### config.mk
export PLATFORM = sky130hd
export DESIGN_NAME = rsa_modular_exponentiation_core
export DESIGN_NICKNAME = d
export VERILOG_FILES = /design/src/hdl/rme_pkg.sv /design/src/hdl/rme_datapath.sv /design/src/hdl/rme_controller.sv /design/src/hdl/rsa_modular_exponentiation_core.sv
export SDC_FILE = /design/constraint.sdc
export NUM_CORES = 1
export LEC_CHECK = 0
export ABC_AREA = 1
export BUFFER_PORTS_ARGS = -buffer_cell sky130_fd_sc_hd__buf_4
export CORE_UTILIZATION = 45
export DETAILED_ROUTE_END_ITERATION = 8
export MAX_ROUTING_LAYER = met4
export SYNTH_ARGS = -nofsm -noshare
export SYNTH_HDL_FRONTEND = slang
export SYNTH_HIERARCHICAL = 1
export SYNTH_SLANG_ARGS = --single-unit
### constraint.sdc
create_clock -name clk -period 10.45 [get_ports clk]
set_input_delay 1.5675 -clock clk [delete_from_list [all_inputs] [get_ports clk]]
set_output_delay 1.5675 -clock clk [all_outputs]
set_load 0.05 [all_outputs]
### src/hdl/rme_pkg.sv
// Shared constants, types and control structures for the modular exponentiation core.
package rme_pkg;

  localparam int WIDTH = 16;
  localparam int EXP_WIDTH = 16;
  localparam int CFG_INDEX_WIDTH = 2;
  localparam int STEP_COUNT_WIDTH = $clog2(WIDTH);

  localparam logic [CFG_INDEX_WIDTH-1:0] REG_PUBLIC_EXPONENT = 2'd0;
  localparam logic [CFG_INDEX_WIDTH-1:0] REG_PRIVATE_EXPONENT = 2'd1;
  localparam logic [CFG_INDEX_WIDTH-1:0] REG_MODULUS = 2'd2;

  localparam logic [EXP_WIDTH-1:0] PUBLIC_EXPONENT_RESET = 16'd5;
  localparam logic [EXP_WIDTH-1:0] PRIVATE_EXPONENT_RESET = 16'd173;
  localparam logic [WIDTH-1:0] MODULUS_RESET = 16'd323;

  localparam logic ACTION_ENCRYPT = 1'b0;
  localparam logic ACTION_DECRYPT = 1'b1;

  typedef enum logic [1:0] {
    MUL_REDUCE,
    MUL_ACC,
    MUL_SQUARE
  } mul_sel_t;

  typedef struct packed {
    logic     load;
    logic     mul_start;
    mul_sel_t mul_sel;
  } dp_cmd_t;

  typedef struct packed {
    logic mul_done;
    logic exp_zero;
    logic exp_lsb;
    logic mod_zero;
  } dp_status_t;

endpackage

### src/hdl/rme_datapath.sv
// Datapath: operand registers, exponent shifter and a bit-serial modular multiplier.
module rme_datapath (
  input  logic                                  clk,
  input  logic                                  rst,
  input  rme_pkg::dp_cmd_t                      cmd,
  output rme_pkg::dp_status_t                   status,
  input  logic [rme_pkg::EXP_WIDTH-1:0]         public_exponent,
  input  logic [rme_pkg::EXP_WIDTH-1:0]         private_exponent,
  input  logic [rme_pkg::WIDTH-1:0]             modulus,
  input  logic                                  action,
  input  logic [rme_pkg::WIDTH-1:0]             value,
  input  logic                                  last_in,
  output logic [rme_pkg::WIDTH-1:0]             result,
  output logic                                  last_out
);
  import rme_pkg::*;

  logic [WIDTH-1:0]            mod_q;
  logic [WIDTH-1:0]            value_q;
  logic [EXP_WIDTH-1:0]        expo;
  logic [WIDTH-1:0]            acc;
  logic [WIDTH-1:0]            base;
  logic                        last_q;

  logic [WIDTH-1:0]            mr;
  logic [WIDTH-1:0]            ma;
  logic [WIDTH-1:0]            mb;
  logic [STEP_COUNT_WIDTH-1:0] mcnt;
  logic                        mrun;
  mul_sel_t                    mdest;
  logic                        mul_done;

  logic [EXP_WIDTH-1:0]        expo_in;
  logic [WIDTH-1:0]            one_mod;
  logic [WIDTH-1:0]            sel_a;
  logic [WIDTH-1:0]            sel_b;
  logic [WIDTH:0]              dbl;
  logic [WIDTH:0]              dbl_red;
  logic [WIDTH:0]              sum;
  logic [WIDTH:0]              sum_red;
  logic [WIDTH:0]              mod_ext;
  logic [WIDTH-1:0]            step;

  assign expo_in = (action == ACTION_DECRYPT) ? private_exponent : public_exponent;
  assign one_mod = (mod_q == WIDTH'(1)) ? '0 : WIDTH'(1);
  assign mod_ext = {1'b0, mod_q};

  // One multiplier bit per cycle, most significant first: r = 2r + bit*a, kept below m.
  always_comb begin
    dbl     = {mr, 1'b0};
    dbl_red = (dbl >= mod_ext) ? dbl - mod_ext : dbl;
    sum     = dbl_red + (mb[WIDTH-1] ? {1'b0, ma} : '0);
    sum_red = (sum >= mod_ext) ? sum - mod_ext : sum;
    step    = sum_red[WIDTH-1:0];
  end

  always_comb begin
    sel_a = base;
    sel_b = base;
    case (cmd.mul_sel)
      MUL_REDUCE: begin
        sel_a = one_mod;
        sel_b = value_q;
      end
      MUL_ACC: begin
        sel_a = base;
        sel_b = acc;
      end
      default: begin
        sel_a = base;
        sel_b = base;
      end
    endcase
  end

  always_ff @(posedge clk) begin
    if (rst) begin
      mrun     <= 1'b0;
      mul_done <= 1'b0;
    end else begin
      mul_done <= 1'b0;
      if (cmd.mul_start) begin
        mrun <= 1'b1;
      end else if (mrun && (mcnt == STEP_COUNT_WIDTH'(WIDTH - 1))) begin
        mrun     <= 1'b0;
        mul_done <= 1'b1;
      end
    end
  end

  always_ff @(posedge clk) begin
    if (cmd.load) begin
      mod_q   <= modulus;
      value_q <= value;
      expo    <= expo_in;
      last_q  <= last_in;
      // Exponent zero gives 1 for any modulus; otherwise start from 1 mod m.
      if (expo_in == '0) begin
        acc <= WIDTH'(1);
      end else if (modulus <= WIDTH'(1)) begin
        acc <= '0;
      end else begin
        acc <= WIDTH'(1);
      end
    end
    if (cmd.mul_start) begin
      ma    <= sel_a;
      mb    <= sel_b;
      mr    <= '0;
      mcnt  <= '0;
      mdest <= cmd.mul_sel;
    end else if (mrun) begin
      mr   <= step;
      mb   <= {mb[WIDTH-2:0], 1'b0};
      mcnt <= mcnt + STEP_COUNT_WIDTH'(1);
      if (mcnt == STEP_COUNT_WIDTH'(WIDTH - 1)) begin
        case (mdest)
          MUL_REDUCE: base <= step;
          MUL_ACC:    acc <= step;
          default: begin
            base <= step;
            expo <= {1'b0, expo[EXP_WIDTH-1:1]};
          end
        endcase
      end
    end
  end

  assign status.mul_done = mul_done;
  assign status.exp_zero = (expo == '0);
  assign status.exp_lsb  = expo[0];
  assign status.mod_zero = (mod_q == '0);

  assign result   = acc;
  assign last_out = last_q;

endmodule

### src/hdl/rme_controller.sv
// Controller: sequences reduction, multiply and square steps of the exponentiation.
module rme_controller (
  input  logic                 clk,
  input  logic                 rst,
  input  logic                 start,
  output logic                 busy,
  output logic                 done,
  output rme_pkg::dp_cmd_t     cmd,
  input  rme_pkg::dp_status_t  status
);
  import rme_pkg::*;

  typedef enum logic [2:0] {
    ST_IDLE,
    ST_LOAD,
    ST_SETUP,
    ST_RED_WAIT,
    ST_STEP,
    ST_ACC_WAIT,
    ST_SQ_WAIT,
    ST_FINISH
  } state_t;

  state_t   state;
  logic     mul_start;
  mul_sel_t mul_sel;

  always_ff @(posedge clk) begin
    if (rst) begin
      state     <= ST_IDLE;
      done      <= 1'b0;
      mul_start <= 1'b0;
      mul_sel   <= MUL_REDUCE;
    end else begin
      done      <= 1'b0;
      mul_start <= 1'b0;
      unique case (state)
        ST_IDLE: begin
          if (start) begin
            state <= ST_LOAD;
          end
        end
        ST_LOAD: begin
          state <= ST_SETUP;
        end
        ST_SETUP: begin
          // The trivial cases already hold their answer in the accumulator.
          if (status.exp_zero || status.mod_zero) begin
            state <= ST_FINISH;
          end else begin
            mul_start <= 1'b1;
            mul_sel   <= MUL_REDUCE;
            state     <= ST_RED_WAIT;
          end
        end
        ST_RED_WAIT: begin
          if (status.mul_done) begin
            state <= ST_STEP;
          end
        end
        ST_STEP: begin
          if (status.exp_zero) begin
            state <= ST_FINISH;
          end else if (status.exp_lsb) begin
            mul_start <= 1'b1;
            mul_sel   <= MUL_ACC;
            state     <= ST_ACC_WAIT;
          end else begin
            mul_start <= 1'b1;
            mul_sel   <= MUL_SQUARE;
            state     <= ST_SQ_WAIT;
          end
        end
        ST_ACC_WAIT: begin
          if (status.mul_done) begin
            mul_start <= 1'b1;
            mul_sel   <= MUL_SQUARE;
            state     <= ST_SQ_WAIT;
          end
        end
        ST_SQ_WAIT: begin
          // The datapath shifts the exponent when the square is written back.
          if (status.mul_done) begin
            state <= ST_STEP;
          end
        end
        ST_FINISH: begin
          done  <= 1'b1;
          state <= ST_IDLE;
        end
        default: begin
          state <= ST_IDLE;
        end
      endcase
    end
  end

  // The datapath captures the transaction at the accepting edge itself.
  assign cmd = '{load: (state == ST_IDLE) && start, mul_start: mul_start, mul_sel: mul_sel};

  assign busy = (state != ST_IDLE);

endmodule

### src/hdl/rsa_modular_exponentiation_core.sv
// Each modular multiply is a start, 16 bit-serial steps and a done. A transaction loads,
// reduces the value mod m, then per exponent bit multiplies into the accumulator on a one
// bit and squares; exponent or modulus zero skips the multiplies and finishes at once.
// One transaction at a time: busy is low again in the done cycle, so start can be taken there.
// done is high for one cycle with result and last_out valid; the receiver cannot stall.
// Synchronous active-high reset returns the exponents and modulus to 5, 173 and 323.
module rsa_modular_exponentiation_core (
  input  logic                                clk,
  input  logic                                rst,
  input  logic                                start,
  output logic                                busy,
  input  logic                                action,
  input  logic [rme_pkg::WIDTH-1:0]           value,
  input  logic                                last_in,
  output logic                                done,
  output logic [rme_pkg::WIDTH-1:0]           result,
  output logic                                last_out,
  input  logic                                wr_en,
  input  logic [rme_pkg::CFG_INDEX_WIDTH-1:0] wr_index,
  input  logic [rme_pkg::WIDTH-1:0]           wr_data
);
  import rme_pkg::*;

  logic [EXP_WIDTH-1:0] public_exponent;
  logic [EXP_WIDTH-1:0] private_exponent;
  logic [WIDTH-1:0]     modulus;
  dp_cmd_t              cmd;
  dp_status_t           status;

  always_ff @(posedge clk) begin
    if (rst) begin
      public_exponent  <= PUBLIC_EXPONENT_RESET;
      private_exponent <= PRIVATE_EXPONENT_RESET;
      modulus          <= MODULUS_RESET;
    end else if (wr_en) begin
      unique case (wr_index)
        REG_PUBLIC_EXPONENT:  public_exponent <= wr_data[EXP_WIDTH-1:0];
        REG_PRIVATE_EXPONENT: private_exponent <= wr_data[EXP_WIDTH-1:0];
        REG_MODULUS:          modulus <= wr_data;
        default: ;
      endcase
    end
  end

  rme_controller u_controller (
    .clk    (clk),
    .rst    (rst),
    .start  (start),
    .busy   (busy),
    .done   (done),
    .cmd    (cmd),
    .status (status)
  );

  rme_datapath u_datapath (
    .clk              (clk),
    .rst              (rst),
    .cmd              (cmd),
    .status           (status),
    .public_exponent  (public_exponent),
    .private_exponent (private_exponent),
    .modulus          (modulus),
    .action           (action),
    .value            (value),
    .last_in          (last_in),
    .result           (result),
    .last_out         (last_out)
  );

endmodule

; Word-level counts from Yosys, hierarchy flattened
; Cells that the tools add are included.
[word_totals]
ff_bits = 192
input_bits = 40
out_inout_bits = 19
wordCells = 111
[op_classes]
addsub = 4
order_cmp = 3
n_eq_ne = 18
mux = 41
bitwise = 2
n_reduce_logical = 23
[ops]
columns = op, n
row1 = $mux 16, 17
row2 = $logic_not 16->1, 3
row3 = $ge 17x16->1, 2
row4 = $pmux 16 s2, 1
row5 = $pmux 3 s7, 1
row6 = $add 17x16->17, 1
row7 = $mux 17, 1
row8 = $sub 17x16->17, 1
row9 = $eq 16x1->1 const B, 1
row10 = $le 16x1->1 const B, 1
row11 = $sub 16x16->16, 1
row12 = $mux 3, 5
row13 = $eq 3x3->1 const B, 4
row14 = $mux 2, 5
row15 = $mux 1, 9
row16 = $reduce_and 4->1, 2
row17 = $eq 2x1->1 const B, 3
row18 = $eq 3x2->1 const B, 2
row19 = $logic_not 2->1, 3
row20 = $ne 2x2->1 const B, 3
row21 = $pmux 2 s3, 1
row22 = $reduce_and 2->1, 3
row23 = $reduce_bool 3->1, 2
row24 = $reduce_or 2->1, 3
row25 = other kinds (12), 16

; Depth between registers and ports, before layout
[logic_depth]
word_depth = 9
mapped_depth = 39
mapped_depth_nobuf = 38

; Modules after synthesis
; The synthesis kept the hierarchy.
[by_module_without_submodules]
columns = mod, instances, cells_each, area_per_inst_um2, seq_area_each_um2
row1 = rme_datapath, 1, 1141, 8685.8, 3573.4
row2 = rsa_modular_exponentiation_core, 1, 292, 2005.7, 960.9
row3 = rme_controller, 1, 76, 439.2, 140.1

; Least setup slack after synthesis
; No wires, ideal clock.
[synth_timing]
path_kind = register to register
startpoint = register u_datapath.mod_q[1]
endpoint = register u_datapath.base[12] (data pin)
setup_ps = 255
t_arrival_ps = 4672
t_required_ps = 10195
setup_slack_ps = 5524
stages_incl_launch_ff = 37
n_path_buf = 3
synth_period_minus_slack_ps = 4926
path_cell_list = edfxtp_1 inv_1 ha_1 ha_1 inv_1 nor2_1 nand2_1 o21ai_2 nor2_2 nand2_4 inv_1 clkbuf_1 nor2_1 ha_1 inv_1 fa_1 inv_1 nand3_1 nand2_1 nand2_1 nand2_1 nand2_1 nand2_1 nand2_1 nand2_1 xor2_1 inv_1 ha_1 a21oi_1 o21ai_0 a21oi_1 nand2_1 nand2_1 buf_4 buf_4 nand4_2 and2_1
[synth_via]
elab_chain_cells = 5
word_cells_on_any_way = 7
classes_between = 3 x add/sub / 2 x order compare / 2 x mux
[synth_rtl]
columns = item, line
row1 = start: declaration, rme_datapath.sv:18  ; logic [WIDTH-1:0] mod_q;
row2 = start signal: assignment, rme_datapath.sv:93  ; mod_q <= modulus;
row3 = $sub 17x16->17 or $ge 17x16->1 (tied branches), rme_datapath.sv:51  ; dbl_red = (dbl >= mod_ext) ? dbl - mod_ext : dbl;
row4 = $mux 17, rme_datapath.sv:51
row5 = $add 17x16->17, rme_datapath.sv:52  ; sum = dbl_red + (mb[WIDTH-1] ? {1'b0, ma} : '0);
row6 = $sub 16x16->16 or $ge 17x16->1 (tied branches), rme_datapath.sv:53  ; sum_red = (sum >= mod_ext) ? sum - mod_ext : sum;
row7 = $mux 16 *, rme_datapath.sv:53
row8 = via u_datapath.sum_red[12], rme_datapath.sv:40  ; logic [WIDTH:0] sum_red;
row9 = end signal: assignment, rme_datapath.sv:118  ; MUL_REDUCE: base <= step;
row10 = end signal: assignment, rme_datapath.sv:121  ; base <= step;
row11 = end: declaration, rme_datapath.sv:22  ; logic [WIDTH-1:0] base;
; Mark *: on every way through the listed nets, which the timed path passes. The rest lies on a longest branch.
; A chain may end at the register's enable or synchronous reset.

; Final worst setup path
[layout_timing]
startpoint = register u_datapath.mod_q[1]
endpoint = register u_datapath.base[4] (data pin)
; The elaborated chain is that of the path after synthesis.

==> metrics.md <==
| Metric | Value |
|---|---|
| Status | finished, final reports clean |
| DRT Wirelength | 29.9 mm |
| Fin Setup TNS | 0 ns |
| Initial Utilization | 45.8% |
| Post-synth cell types | 44 |
| R2r startpoint | u_datapath/mod_q[1]$_DFFE_PP_ |
| Crit path required time | 10.76 ns |
| Layout Skew | 0.0227 ns |
| Reg-to-reg endpoint | u_datapath/base[4]$_DFFE_PP_ |
| Util after Layout | 50.9% |
| Hold Path End | u_datapath/mod_q[0]$_DFFE_PP_ |
| Vias in the first global route | 9162 |
| Worst Path Arrival | 6.89 ns |
| TritonCTS clock tree | done |
| Top-area cell type share of the netlist area | 22.4% |
| HPWL after DPL | 23.0 mm |
| Yosys Warn Count | 6 |
| Root Driver | clkbuf_16 |
| Cell area after layout | 0.0124 mm² |
| Setup violators final | 0 |
| Die X | 159 µm |
| Mux contribution to synthesized area | 0.371% |
| Cts bufs inserted | 17 |
| Share of cells above drive strength 1 | 9.20% |
| Syn_nets | 1602 |
| Global route overflow | 0 |
| Most frequent cells in the layout | nand2_1 (415), inv_1 (219), nor2_1 (143) |
| RSZ-0062 raised after global routing | no |
| Slowest stage delay, CP | 0.62 ns |
| Final hold vios | 0 |
| Via count | 9572 |
| Post-CTS resize count | 0 |
| Post-Synth Adder-Cell Area | 6.16% |
| Largest family of logic cells by synthesized area | simple AND/OR/NAND/NOR gates |
| Crit-path most repeated cell | nand2_1 |
| Final Wtd Congestion | 1.01 |
| ANT cells | 0 |
| Area grow syn2layout | 11.2% |
| Worst slew pin tran | 1.19 ns |
| Complex-gate fraction of the synthesized area | 8.90% |
| Xor/xnor share of the synthesized area | 2.68% |
| CP startpoint kind | flop |
| Seq/Total Area, Yosys | 42.0% |
| Max-cap viol count | 0 |
| First-pass GRT wire length | 48.1 mm |
| Post-synth EDFFs | 83 |
| H-tree Lvls | 4 |
| Hold depth | 0 |
| Worst reg2reg setup slack | 3.87 ns |
| Final net count | 1634 |
| R2R cell count | 31 |
| Pre-Repair DR Iteration Count | 5 |
| CP max-delay cell | nand2_1 |
| DRT iter0 DRCs | 574 |
| DRC | 0 |
| Fin. max-slew vios | 0 |
| Highest clock rate | 0.152 GHz |
| Sink Count | 192 |
| Antenna viol nets, final | 0 |
| CORE AREA | 0.0243 mm² |
| Largest net degree at the start of global routing | 49 |
| IO buf count | 58 |
| Synthesized instance count | 1509 |
| Synth area leaders | edfxtp_1 (22%), dfxtp_1 (20%), nand2_1 (14%) |
| Worst hold start | modulus[0]$_SDFFE_PP1P_ |
| Hold_ws | 0.439 ns |
| Clock Pin Slew Worst Setup and Hold Paths | 0.08 ns |
| Synth area leader | edfxtp_1 |
| Post-CTS setup buffers | 0 |
| Placed cell area | 0.0118 mm² |
| DIE HEIGHT | 159 µm |
| Die area | 0.0254 mm² |
| Seq cells post-synth | 192 |
| Commonest non-fill, non-tap cell in the layout | nand2_1 |
| Cell Area, Synth | 0.0111 mm² |
| Avg WL per Cell | 15.9 µm |
| Worst skew pair latency | 0.45 ns |
| Final Cycle Share | 62.9% |
| Num rows | 57 |
| Critical path class | reg -> reg |
| Tot GR Track Use | 25.0% |
| Ys flop type | dfxtp_1 |
| # hold bufs at CTS | 0 |
| CTS max path bufs | 2 |
| Relative slew slack | 20.8% |
| Synth async-reset ratio | 0% |
| Crit path max fanout | 20 |
| Hold Crit Class | reg -> reg |
| CP Capture Type | flop |
| I/O pin count | 59 |
| Final critical-path required period | 6.58 ns |
| Syn_area_per_cell | 7.38 µm² |
| Vias per Instance | 5.10 |
| Antenna violations before repair | 0 |
| Post-Synth Simple-Gate Area | 29.9% |
cells by family after synthesis:
| group | Yosys count |
|---|---|
| and+or+nand+nor | 762 |
| buffers and inverters | 276 |
| DFF | 192 |
| AOI/OAI and AO/OA | 188 |
| adders and majority gates | 53 |
| xor gates and xnor gates | 34 |
| muxes | 4 |
cell usage after synthesis (2+ instances only):
library cell and instances:
nand2_2 10, clkbuf_1 27, a21o_1 2, mux2i_1 3, nand2_4 2, nand3_2 3
a21oi_2 4, buf_6 4, ha_1 50, nor4_1 14, o21ai_0 82, inv_1 219
dfxtp_1 109, nand3b_1 4, xor2_1 20, o21ai_1 4, nand3_1 110, nor2_2 5
nor2_1 145, buf_4 8, nand4_2 8, inv_2 6, a21oi_1 82, nand2_1 415
fa_1 3, buf_2 11, xnor2_1 14, nand4_1 17, a31oi_1 6, nand3_4 2
and2_1 13, and3_1 3, nor3_1 9, edfxtp_1 83, a21boi_0 3
critical path: cells and delay by family (launching register included):
family          cells  cell delay [ns]
flops               1             0.42
buf+inv             4             0.69
fa+ha+maj           4             1.31
compound gates      6             1.15
xor+xnor            1             0.38
simple gates       16             2.50
flip-flops by register name, indices dropped and copies added (netlist names), 3 cells and up:
register	count
u_datapath/mod_q	16
public_exponent	16
u_datapath/mb	16
u_datapath/mr	16
u_datapath/base	16
u_datapath/value_q	16
u_datapath/result	16
u_datapath/expo	16
modulus	16
private_exponent	16
u_controller/state	3
u_datapath/mcnt	4
u_datapath/ma	16
routing by layer:
metal  global-route usage [%]  up-vias  routed length (µm)
met4                     9.57        0                 855
met2                     41.9      162               14700
met5                        -        -                   0
met3                     2.97       46                 953
li1                         -     4930                   -
met1                     30.8     4434               13400
final cells by class:
class / instances / area (µm²)
Multi-Input combinational cell: 1041 / 5360
Tap cell: 324 / 405
Inverter: 225 / 845
Clock buffer: 17 / 425
Sequential cell: 192 / 4670
Fill cell: 2460 / 11900
Clock inverter: 15 / 188
Timing Repair Buffer: 64 / 480
worst max path at each step:
stage,startpoint,end,slack (ns),cells after the start
2_1_floorplan,u_datapath/mod_q[1]$_DFFE_PP_,u_datapath/base[12]$_DFFE_PP_,5.52,36
3_3_place_gp,u_datapath/mod_q[1]$_DFFE_PP_,u_datapath/base[9]$_DFFE_PP_,4.06,33
3_5_place_dp,u_datapath/mod_q[1]$_DFFE_PP_,u_datapath/base[4]$_DFFE_PP_,4.01,34
4_1_cts,u_datapath/mod_q[1]$_DFFE_PP_,u_datapath/base[11]$_DFFE_PP_,3.94,34
5_1_grt,u_datapath/mod_q[1]$_DFFE_PP_,u_datapath/base[11]$_DFFE_PP_,3.37,32
6_report,u_datapath/mod_q[1]$_DFFE_PP_,u_datapath/base[4]$_DFFE_PP_,3.87,31
per-stage QoR:
step	std cells	setup WS, ns
after global placement	1846	4.06
after CTS	1878	3.94
after floorplan	1509	5.52
after detailed placement	1846	4.01
final	1878	3.87
after global routing	1878	3.37
Power is not shown: default switching activity piles up to over one toggle a cycle in this logic, so the estimate is an artifact.
